`src/mzbd_pkg.sv`:
```
// ----------------------------------------------------------------------------
// mzbd_pkg
// Types and constants shared by the m/z bin maximum decimator and its
// serial remainder unit.
// ----------------------------------------------------------------------------
package mzbd_pkg;

  localparam int unsigned DataW  = 32;
  localparam int unsigned ColorW = 8;
  localparam int unsigned CfgIdxW = 8;

  // Configuration register indexes.
  localparam logic [CfgIdxW-1:0] CFG_BIN_WIDTH = 8'd0;
  localparam logic [CfgIdxW-1:0] CFG_MZ_ORIGIN = 8'd1;

  // Reset values of the configuration registers.
  localparam logic [DataW-1:0] BinWidthReset = 32'h0001_0000;
  localparam logic [DataW-1:0] MzOriginReset = 32'h0000_0000;

  // Result actions.
  localparam logic ACT_APPEND  = 1'b0;
  localparam logic ACT_REPLACE = 1'b1;

  typedef struct packed {
    logic [DataW-1:0]  peak_id;
    logic [DataW-1:0]  mz;
    logic [DataW-1:0]  intensity;
    logic [DataW-1:0]  rt;
    logic [ColorW-1:0] color;
    logic              row_start;
    logic              new_layer;
  } peak_t;

  typedef struct packed {
    logic              action;
    logic [DataW-1:0]  kept_id;
    logic [DataW-1:0]  kept_mz;
    logic [DataW-1:0]  kept_intensity;
    logic [DataW-1:0]  kept_rt;
    logic [ColorW-1:0] kept_color;
    logic [DataW-1:0]  mz_lo;
    logic [DataW-1:0]  mz_hi;
    logic [DataW-1:0]  int_lo;
    logic [DataW-1:0]  int_hi;
    logic [DataW-1:0]  rt_lo;
    logic [DataW-1:0]  rt_hi;
  } result_t;

  // Handshake between the sequencer and the serial remainder unit.
  typedef struct packed {
    logic             start;
    logic [DataW-1:0] dividend;
    logic [DataW-1:0] divisor;
  } div_req_t;

  typedef struct packed {
    logic             done;
    logic [DataW-1:0] remainder;
  } div_rsp_t;

  typedef enum logic [2:0] {
    S_IDLE = 3'b001,
    S_DIV  = 3'b010,
    S_EMIT = 3'b100
  } seq_state_t;

endpackage

```
`src/mzbd_rem_div.sv`:
```
// ----------------------------------------------------------------------------
// mzbd_rem_div
// Restoring serial divider that produces the remainder of a 32-bit
// division, one quotient bit per cycle.
// ----------------------------------------------------------------------------
module mzbd_rem_div
  import mzbd_pkg::*;
(
  input  logic     clk,
  input  logic     rst,
  input  div_req_t req,
  output div_rsp_t rsp
);

  localparam int unsigned CntW = $clog2(DataW);

  logic [DataW-1:0] rem;
  logic [DataW-1:0] shreg;
  logic [DataW-1:0] divisor;
  logic [CntW-1:0]  cnt;
  logic             run;
  logic             done;

  logic [DataW:0]   rem_shift;
  logic [DataW-1:0] rem_next;

  // The partial remainder always stays below the divisor, so one compare
  // and subtract per bit is enough.
  always_comb begin
    rem_shift = {rem, shreg[DataW-1]};
    if (rem_shift >= {1'b0, divisor}) begin
      rem_next = rem_shift[DataW-1:0] - divisor;
    end else begin
      rem_next = rem_shift[DataW-1:0];
    end
  end

  always_ff @(posedge clk) begin
    if (rst) begin
      run  <= 1'b0;
      done <= 1'b0;
      cnt  <= '0;
    end else begin
      done <= 1'b0;
      if (req.start) begin
        run <= 1'b1;
        cnt <= '0;
      end else if (run) begin
        cnt <= cnt + CntW'(1);
        if (cnt == CntW'(DataW - 1)) begin
          run  <= 1'b0;
          done <= 1'b1;
        end
      end
    end
  end

  always_ff @(posedge clk) begin
    if (req.start) begin
      rem     <= '0;
      shreg   <= req.dividend;
      divisor <= req.divisor;
    end else if (run) begin
      rem   <= rem_next;
      shreg <= {shreg[DataW-2:0], 1'b0};
    end
  end

  assign rsp.done      = done;
  assign rsp.remainder = rem;

endmodule

```
`src/mz_bin_max_decimator.sv`:
```
// ----------------------------------------------------------------------------
// mz_bin_max_decimator
// Keeps the strongest peak of each m/z bin within a retention-time row and
// reports the running m/z, intensity and time ranges of the kept peaks.
// ----------------------------------------------------------------------------
// Usage: peaks enter on in_valid/in_stall with in_data, sorted by m/z within
// each row; the first peak of a row carries row_start, and new_layer clears
// the running ranges before the peak is handled. Each peak yields either no
// item (a peak no stronger than the current bin's best) or one item on
// out_valid/out_stall: a replace when a stronger peak arrives in a bin that
// has already emitted, an append otherwise, as when the peak opens a new bin.
// Sequencing: a peak inside the current bin goes to S_EMIT on acceptance and
// its item is registered into the output from there. A peak beyond the bin
// bound first waits in S_DIV for the serial remainder unit, which works one
// bit per cycle, and then passes through S_EMIT. A weak peak is absorbed in
// the cycle it is accepted. Only one peak is in flight; the next is accepted
// once the current one has reached the output register, which holds its item
// while the receiver stalls, so the next peak may already be processed then;
// an item in S_EMIT waits while the held output is stalled.
// The configuration port (cfg_valid/cfg_ready, cfg_index, cfg_data) is always
// ready; index 0 is the bin width, index 1 the m/z origin, other indexes are
// ignored. A new origin takes effect at the next row start.
// Reset (rst, synchronous) restores the register defaults, sets the bound
// to the origin default and clears the running ranges; no clearing pass.
// ----------------------------------------------------------------------------
module mz_bin_max_decimator
  import mzbd_pkg::*;
(
  input  logic               clk,
  input  logic               rst,
  input  logic               in_valid,
  output logic               in_stall,
  input  peak_t              in_data,
  output logic               out_valid,
  input  logic               out_stall,
  output result_t            out_data,
  input  logic               cfg_valid,
  output logic               cfg_ready,
  input  logic [CfgIdxW-1:0] cfg_index,
  input  logic [DataW-1:0]   cfg_data
);

  // Configuration registers.
  logic [DataW-1:0] bin_width;
  logic [DataW-1:0] mz_origin;

  // Binning and range state.
  logic [DataW-1:0] bin_bound;
  logic [DataW-1:0] best_in_bin;
  logic             bin_emitted;
  logic [DataW-1:0] lo_mz_seen;
  logic [DataW-1:0] hi_mz_seen;
  logic [DataW-1:0] lo_int_seen;
  logic [DataW-1:0] hi_int_seen;
  logic [DataW-1:0] lo_rt_seen;
  logic [DataW-1:0] hi_rt_seen;

  // The peak in flight.
  seq_state_t       state;
  peak_t            held;
  logic             held_action;
  logic             held_new_bin;
  logic [DataW-1:0] pad;

  div_req_t div_req;
  div_rsp_t div_rsp;

  logic             in_take;
  logic             emit;
  logic [DataW-1:0] width_eff;
  logic [DataW-1:0] bound_eff;
  logic [DataW-1:0] best_eff;
  logic             emitted_eff;
  logic             in_bin;
  logic [DataW:0]   bound_sum;
  logic [DataW-1:0] bound_next;
  logic [DataW-1:0] lo_mz_next;
  logic [DataW-1:0] hi_mz_next;
  logic [DataW-1:0] lo_int_next;
  logic [DataW-1:0] hi_int_next;
  logic [DataW-1:0] lo_rt_next;
  logic [DataW-1:0] hi_rt_next;

  assign cfg_ready = 1'b1;
  assign in_stall  = (state != S_IDLE);
  assign in_take   = in_valid && !in_stall;
  assign emit      = (state == S_EMIT) && (!out_valid || !out_stall);

  // A zero bin width behaves as a width of one.
  assign width_eff = (bin_width == '0) ? DataW'(1) : bin_width;

  // A row start reloads the bound and forgets the bin's best peak.
  assign bound_eff   = in_data.row_start ? mz_origin : bin_bound;
  assign best_eff    = in_data.row_start ? '0 : best_in_bin;
  assign emitted_eff = in_data.row_start ? 1'b0 : bin_emitted;
  assign in_bin      = (in_data.mz <= bound_eff);

  // The new bound is the peak's m/z rounded up to the bin grid; it
  // saturates at the top of the range.
  assign bound_sum  = {1'b0, held.mz} + {1'b0, pad};
  assign bound_next = bound_sum[DataW] ? '1 : bound_sum[DataW-1:0];

  assign div_req.start    = in_take && !in_bin;
  assign div_req.dividend = in_data.mz - bound_eff;
  assign div_req.divisor  = width_eff;

  mzbd_rem_div u_rem_div (
    .clk (clk),
    .rst (rst),
    .req (div_req),
    .rsp (div_rsp)
  );

  // Ranges with the held peak folded in; minimum and maximum independently.
  always_comb begin
    lo_mz_next  = (held.mz < lo_mz_seen) ? held.mz : lo_mz_seen;
    hi_mz_next  = (held.mz > hi_mz_seen) ? held.mz : hi_mz_seen;
    lo_int_next = (held.intensity < lo_int_seen) ? held.intensity : lo_int_seen;
    hi_int_next = (held.intensity > hi_int_seen) ? held.intensity : hi_int_seen;
    lo_rt_next  = (held.rt < lo_rt_seen) ? held.rt : lo_rt_seen;
    hi_rt_next  = (held.rt > hi_rt_seen) ? held.rt : hi_rt_seen;
  end

  always_ff @(posedge clk) begin
    if (rst) begin
      bin_width <= BinWidthReset;
      mz_origin <= MzOriginReset;
    end else if (cfg_valid && cfg_ready) begin
      case (cfg_index)
        CFG_BIN_WIDTH: bin_width <= cfg_data;
        CFG_MZ_ORIGIN: mz_origin <= cfg_data;
        default: ;
      endcase
    end
  end

  // Sequencer and state registers.
  always_ff @(posedge clk) begin
    if (rst) begin
      state       <= S_IDLE;
      out_valid   <= 1'b0;
      bin_bound   <= MzOriginReset;
      best_in_bin <= '0;
      bin_emitted <= 1'b0;
      lo_mz_seen  <= '1;
      hi_mz_seen  <= '0;
      lo_int_seen <= '1;
      hi_int_seen <= '0;
      lo_rt_seen  <= '1;
      hi_rt_seen  <= '0;
    end else begin
      if (out_valid && !out_stall) begin
        out_valid <= 1'b0;
      end
      case (state)
        S_IDLE: begin
          if (in_take) begin
            if (in_data.new_layer) begin
              lo_mz_seen  <= '1;
              hi_mz_seen  <= '0;
              lo_int_seen <= '1;
              hi_int_seen <= '0;
              lo_rt_seen  <= '1;
              hi_rt_seen  <= '0;
            end
            bin_bound   <= bound_eff;
            best_in_bin <= best_eff;
            bin_emitted <= emitted_eff;
            if (!in_bin) begin
              state <= S_DIV;
            end else if (in_data.intensity > best_eff) begin
              state <= S_EMIT;
            end
          end
        end
        S_DIV: begin
          if (div_rsp.done) begin
            state <= S_EMIT;
          end
        end
        S_EMIT: begin
          if (emit) begin
            state       <= S_IDLE;
            out_valid   <= 1'b1;
            best_in_bin <= held.intensity;
            bin_emitted <= 1'b1;
            lo_mz_seen  <= lo_mz_next;
            hi_mz_seen  <= hi_mz_next;
            lo_int_seen <= lo_int_next;
            hi_int_seen <= hi_int_next;
            lo_rt_seen  <= lo_rt_next;
            hi_rt_seen  <= hi_rt_next;
            if (held_new_bin) begin
              bin_bound <= bound_next;
            end
          end
        end
        default: begin
          state <= S_IDLE;
        end
      endcase
    end
  end

  // Payload registers.
  always_ff @(posedge clk) begin
    if (in_take) begin
      held         <= in_data;
      held_new_bin <= !in_bin;
      held_action  <= (in_bin && emitted_eff) ? ACT_REPLACE : ACT_APPEND;
    end
    if (div_rsp.done) begin
      pad <= (div_rsp.remainder == '0) ? '0 : width_eff - div_rsp.remainder;
    end
    if (emit) begin
      out_data.action         <= held_action;
      out_data.kept_id        <= held.peak_id;
      out_data.kept_mz        <= held.mz;
      out_data.kept_intensity <= held.intensity;
      out_data.kept_rt        <= held.rt;
      out_data.kept_color     <= held.color;
      out_data.mz_lo          <= lo_mz_next;
      out_data.mz_hi          <= hi_mz_next;
      out_data.int_lo         <= lo_int_next;
      out_data.int_hi         <= hi_int_next;
      out_data.rt_lo          <= lo_rt_next;
      out_data.rt_hi          <= hi_rt_next;
    end
  end

`ifndef ASSERT_OFF
  // A new item only appears on the output from the emit step.
  a_out_from_emit: assert property (@(posedge clk) disable iff (rst)
    $rose(out_valid) |-> $past(state == S_EMIT))
    else $error("output item appeared without an emit step");

  // The remainder unit only finishes while the sequencer waits for it.
  a_div_done_state: assert property (@(posedge clk) disable iff (rst)
    div_rsp.done |-> (state == S_DIV))
    else $error("divider finished outside the divide state");

  // The kept m/z always lies within the reported m/z range.
  a_mz_in_range: assert property (@(posedge clk) disable iff (rst)
    out_valid |-> (out_data.mz_lo <= out_data.kept_mz) &&
                  (out_data.kept_mz <= out_data.mz_hi))
    else $error("kept m/z outside the reported range");

  // A new bin always ends with its bound at or above the peak's m/z.
  a_bound_covers: assert property (@(posedge clk) disable iff (rst)
    (emit && held_new_bin) |=> (bin_bound >= $past(held.mz)))
    else $error("advanced bin bound below the peak m/z");
`endif

endmodule

```
`config.mk`:
```
export PLATFORM = sky130hd
export DESIGN_NAME = mz_bin_max_decimator
export DESIGN_NICKNAME = d
export VERILOG_FILES = /design/src/mzbd_pkg.sv /design/src/mzbd_rem_div.sv /design/src/mz_bin_max_decimator.sv
export SDC_FILE = /design/constraint.sdc
export NUM_CORES = 2
export LEC_CHECK = 0
export BUFFER_PORTS_ARGS = -buffer_cell sky130_fd_sc_hd__buf_4
export CAP_MARGIN = 20
export CORE_MARGIN = 2
export CORE_UTILIZATION = 59
export CTS_CLUSTER_SIZE = 12
export DETAILED_ROUTE_END_ITERATION = 10
export GPL_TIMING_DRIVEN = 0
export PLACE_DENSITY = 0.8
export SYNTH_ARGS = -nofsm -noshare
export SYNTH_HDL_FRONTEND = slang
export SYNTH_SLANG_ARGS = --single-unit
export TNS_END_PERCENT = 50
```
`constraint.sdc`:
```
create_clock -name clk -period 11.3 [get_ports clk]
set_clock_uncertainty 0.2 [all_clocks]
set_input_delay 0.565 -clock clk [delete_from_list [all_inputs] [get_ports clk]]
set_output_delay 0.565 -clock clk [all_outputs]
set_load 0.01 [all_outputs]
```
==> results.txt <==
----------------------------------------------------
[Status]
  Run status ... completed

[Clock tree]
  TritonCTS clock tree ... done
  Clock network latency to the later pin of the worst-skew pair ... 670 ps
  Clock buffer count from CTS ... 95
  Clk Tree Root Cell ... sky130_fd_sc_hd__clkbuf_16
  Total number of H-tree levels ... 3
  Clock sinks ... 927
  Maximum clock insertion buffer count ... 3
  Resize count post-CTS ... 0
  Clock edge transition at the registers on the reported setup and hold paths ... 60 ps

[STA]
  Final hold violation count ... 0
  Max-slew violations ... 0
  Max Freq ... 160 MHz
  Max_slew headroom ... 0.302
  Worst Tran Pin Value ... 1050 ps
  Final count of negative-setup-slack endpoints ... 0
  Part of the cycle the worst path needs ... 0.551
  Unrepaired setup endpoints after global routing ... no
  Hold Worst Slack ... 26.0 ps
  Post-layout minimum cycle time ... 6230 ps

[Floorplanning]
  Top-Level Pins ... 515
  Starting Density ... 0.599
  Vertical extent of the die ... 279 um
  Floorplan core area ... 74,700 um^2
  X dimension of the die ... 279 um
  Core Rows ... 100
  Full die area ... 78,000 um^2

[Synthesis]
  Number of flops mapped to enable cells by yosys ... 563
  Post-synthesis instance area ... 44,700 um^2
  Top post-synthesis cells by area ... sky130_fd_sc_hd__edfxtp_1 38%, sky130_fd_sc_hd__dfxtp_1 16%, sky130_fd_sc_hd__ha_1 9.8%, sky130_fd_sc_hd__mux2_2 3.2%, sky130_fd_sc_hd__a21oi_1 3.1%
  Xor/xnor cell area share of the yosys netlist ... 0.0210
  Post-synthesis cell type count ... 77
  FF+latch count, synth ... 927
  Ys flop type ... sky130_fd_sc_hd__edfxtp_1
  Fraction of synthesis flops using an asynchronous set or reset pin ... 0
  Combinational family with the most area after synthesis ... compound AO/OA/AOI/OAI gates
  Synthesized netlist cell count ... 4,020
  Fraction of post-synthesis cell area in the top cell type by area ... 0.378
  Area leader, netlist ... sky130_fd_sc_hd__edfxtp_1
  Share of the yosys chip area belonging to registers ... 0.541
  Post-Synth Simple-Gate Area ... 0.0907
  Post-synthesis net count ... 4,557
  Avg Cell Area, Syn ... 11.1 um^2
  Share of cell area taken by muxes after synthesis ... 0.0399
  Synthesis Warnings ... 0
  Post-Synth Adder-Cell Area ... 0.0997
  Fraction of the mapped netlist area in compound gates ... 0.166

[Pwr]
  Power share of the clock group ... 0.333
  Net switching power of the design ... 2.79 mW
  Share of power burned in combinational logic ... 0.223
  Max IR drop VDD ... 0.125 mV
  Leak ... 22.8 nW
  Total power after layout ... 9.20 mW
  Switching Share ... 0.304
  Power per Cell Area ... 168 nW/um^2
  Int Pwr ... 6.40 mW
  Seq pwr share ... 0.444

[GRT]
  Global-route wire length before repair ... 201,000 um
  Initial antenna violation count ... 11
  Largest net degree at the start of global routing ... 90
  Global-route usage over all layers ... 0.336
  Grt ovf ... 0
  Vias in the first global route ... 34,900

[Worst setup path]
  Worst setup slack for register-to-register paths ... 6010 ps
  R2r endpoint ... u_rem_div.shreg[0]
  Worst-path fanout max ... 32
  Kind of capture point of the worst setup path ... flip-flop
  Worst Reg2Reg Path Length in Cells ... 13
  Type of the worst setup path ... primary input to flip-flop
  Arrival time reported for the critical path endpoint ... 6200 ps
  Endpoint required time on the critical path ... 11,270 ps
  Nature of the critical path startpoint ... primary input
  Worst r2r src ... mz_origin[2]

[Layout]
  Post-layout utilization of the core ... 0.732
  Growth of design area from synthesis to finish ... 22.2%
  Final net count ... 5,340
  Cell area after layout ... 54,700 um^2
  Ratio of cells with drive above 1 in the final layout ... 0.165

[Detailed routing]
  Detailed-route wire length per cell ... 22.9 um
  Vias per cell ... 6.02
  Number of optimization iterations in the first detailed-route pass ... 7
  Post-Route WL ... 134,000 um
  DRC violations left ... 0
  Vias ... 35,300
  Count of nets left with antenna violations after detail routing ... 0
  First DRT Iteration DRCs ... 3,289

[Worst hold path]
  Worst hold path stage count ... 3
  Source of the worst hold timing path ... cfg_data[6]
  Class of the worst hold path ... primary input to flip-flop
  Worst hold endpoint ... bin_width[6]

[Place]
  Area after DPL ... 50,000 um^2
  DP HPWL ... 95,400 um
  Global placement routability congestion ... 0.970
  IO Port Bufs ... 512

[Job]
  Number of maximum-capacitance constraint violations ... 0

----------------------------------------------------
per-layer routing:
| metal | global-route usage | vias to the layer above | share of wire |
|---|---|---|---|
| met1 | 0.417 | 16900 | 0.38 |
| met5 | 0 | - | 0.00022 |
| met4 | 0.175 | 4 | 0.054 |
| li1 | - | 16400 | - |
| met2 | 0.566 | 1617 | 0.48 |
| met3 | 0.0565 | 378 | 0.083 |
worst max-delay path by stage:
stage               startpoint             endpoint  slack, ps  cells after the start
finish              in_data[1]   u_rem_div.shreg[0]       5070                     14
global route        in_data[1]   u_rem_div.shreg[0]       4770                     15
CTS                 in_data[1]   u_rem_div.shreg[0]       5070                     14
detailed placement  in_data[1]  u_rem_div.shreg[31]       4370                     14
global placement     out_stall       hi_mz_seen[20]      -3150                      8
floorplan            out_stall       hi_mz_seen[10]       2320                      7
critical path, stage by stage:
cell	delay (ps)
sky130_fd_sc_hd__clkbuf_1	530
sky130_fd_sc_hd__clkbuf_1	700
sky130_fd_sc_hd__mux2i_1	420
sky130_fd_sc_hd__ha_1	370
sky130_fd_sc_hd__a21o_1	210
sky130_fd_sc_hd__a21o_1	170
sky130_fd_sc_hd__a21oi_1	170
sky130_fd_sc_hd__a21oi_1	120
sky130_fd_sc_hd__o211ai_1	370
sky130_fd_sc_hd__nand3_1	290
sky130_fd_sc_hd__nand3_1	190
sky130_fd_sc_hd__clkbuf_1	450
sky130_fd_sc_hd__clkbuf_1	840
sky130_fd_sc_hd__nand2_2	750
cells in the mapped netlist, types with 16 or more instances:
| cell type | number |
|---|---|
| sky130_fd_sc_hd__o22a_1 | 96 |
| sky130_fd_sc_hd__ha_1 | 350 |
| sky130_fd_sc_hd__nand3_1 | 45 |
| sky130_fd_sc_hd__nand2b_1 | 54 |
| sky130_fd_sc_hd__a21o_1 | 176 |
| sky130_fd_sc_hd__nand4_1 | 63 |
| sky130_fd_sc_hd__clkbuf_1 | 180 |
| sky130_fd_sc_hd__and3_1 | 21 |
| sky130_fd_sc_hd__a221oi_1 | 32 |
| sky130_fd_sc_hd__a211oi_1 | 72 |
| sky130_fd_sc_hd__inv_1 | 289 |
| sky130_fd_sc_hd__nor4_1 | 24 |
| sky130_fd_sc_hd__mux2i_1 | 33 |
| sky130_fd_sc_hd__a22o_1 | 97 |
| sky130_fd_sc_hd__o21ai_0 | 129 |
| sky130_fd_sc_hd__nand2_1 | 329 |
| sky130_fd_sc_hd__o21ai_1 | 63 |
| sky130_fd_sc_hd__a31oi_1 | 23 |
| sky130_fd_sc_hd__nor2b_1 | 32 |
| sky130_fd_sc_hd__xnor2_1 | 56 |
| sky130_fd_sc_hd__xor2_1 | 51 |
| sky130_fd_sc_hd__edfxtp_1 | 563 |
| sky130_fd_sc_hd__dfxtp_1 | 364 |
| sky130_fd_sc_hd__o21bai_1 | 17 |
| sky130_fd_sc_hd__mux2_2 | 129 |
| sky130_fd_sc_hd__nor2_1 | 232 |
| sky130_fd_sc_hd__o31ai_1 | 16 |
| sky130_fd_sc_hd__a21oi_1 | 279 |
| sky130_fd_sc_hd__nor3_1 | 36 |
per-stage QoR:
stage | cells | setup slack (ps) | setup TNS, ps
floorplan | 4020 | 2320 | 0
global placement | 5501 | -3150 | -490720
detailed placement | 5508 | 4370 | 0
CTS | 5852 | 5070 | 0
global route | 5859 | 4770 | 0
finish | 5862 | 5070 | 0
final cells by class:
| class | instances | area, um^2 |
|---|---|---|
| Antenna cell | 10 | 25.0 |
| Buffer | 198 | 774 |
| Clock buffer | 153 | 2750 |
| Clock inverter | 24 | 272 |
| Fill cell | 5073 | 20000 |
| Inverter | 291 | 1100 |
| Multi-Input combinational cell | 2604 | 18700 |
| Sequential cell | 927 | 24200 |
| Tap cell | 969 | 1210 |
| Timing Repair Buffer | 686 | 5680 |
power by group through the flow:
stage	clock network, mW	registers [mW]	logic, mW
finish	3.06	4.09	2.05
global route	3.22	4.11	2.25
CTS	3.06	4.08	2.00
detailed placement	0	4.14	1.94
global placement	0	4.16	1.89
floorplan	0	4.09	1.40
logic make-up after synthesis:
| kind of cell | count (synthesis) |
|---|---|
| compound gates | 1097 |
| xor+xnor | 107 |
| fa+ha+maj | 354 |
| buf+inv | 489 |
| flops | 927 |
| mux | 162 |
| other cells | 1 |
| simple gates | 883 |
sequential cells by signal, indices dropped and copies added (netlist names), 3 cells and up:
name / flops
out_data: 329
held: 136
best_in_bin: 32
bin_bound: 32
bin_width: 32
hi_int_seen: 32
hi_mz_seen: 32
hi_rt_seen: 32
lo_int_seen: 32
lo_mz_seen: 32
lo_rt_seen: 32
mz_origin: 32
pad: 32
u_rem_div.divisor: 32
u_rem_div.rem: 32
u_rem_div.shreg: 32
u_rem_div.cnt: 5
state: 3
repair_timing:
item                                    4_1_cts  5_1_grt
hold buffers                                167        0
hold endpoints to repair                    180        0
setup buffers                                 0        0
endpoints found under the setup margin        0        0
cell usage in the layout, fill, tap and decap left out, drive strengths merged, types with 56 or more instances in the layout:
cell type | netlist | layout
a211oi | 73 | 73
a21o | 176 | 176
a21oi | 279 | 279
a22o | 97 | 97
buf | 18 | 537
clkbuf | 180 | 333
dfxtp | 364 | 364
dlygate4sd3 | 0 | 167
edfxtp | 563 | 563
ha | 350 | 350
inv | 290 | 293
mux2 | 129 | 129
nand2 | 329 | 329
nand4 | 63 | 63
nor2 | 232 | 232
o21ai | 192 | 192
o22a | 96 | 96
xnor2 | 56 | 56
Note: power is estimated with default switching activity, not from simulation.
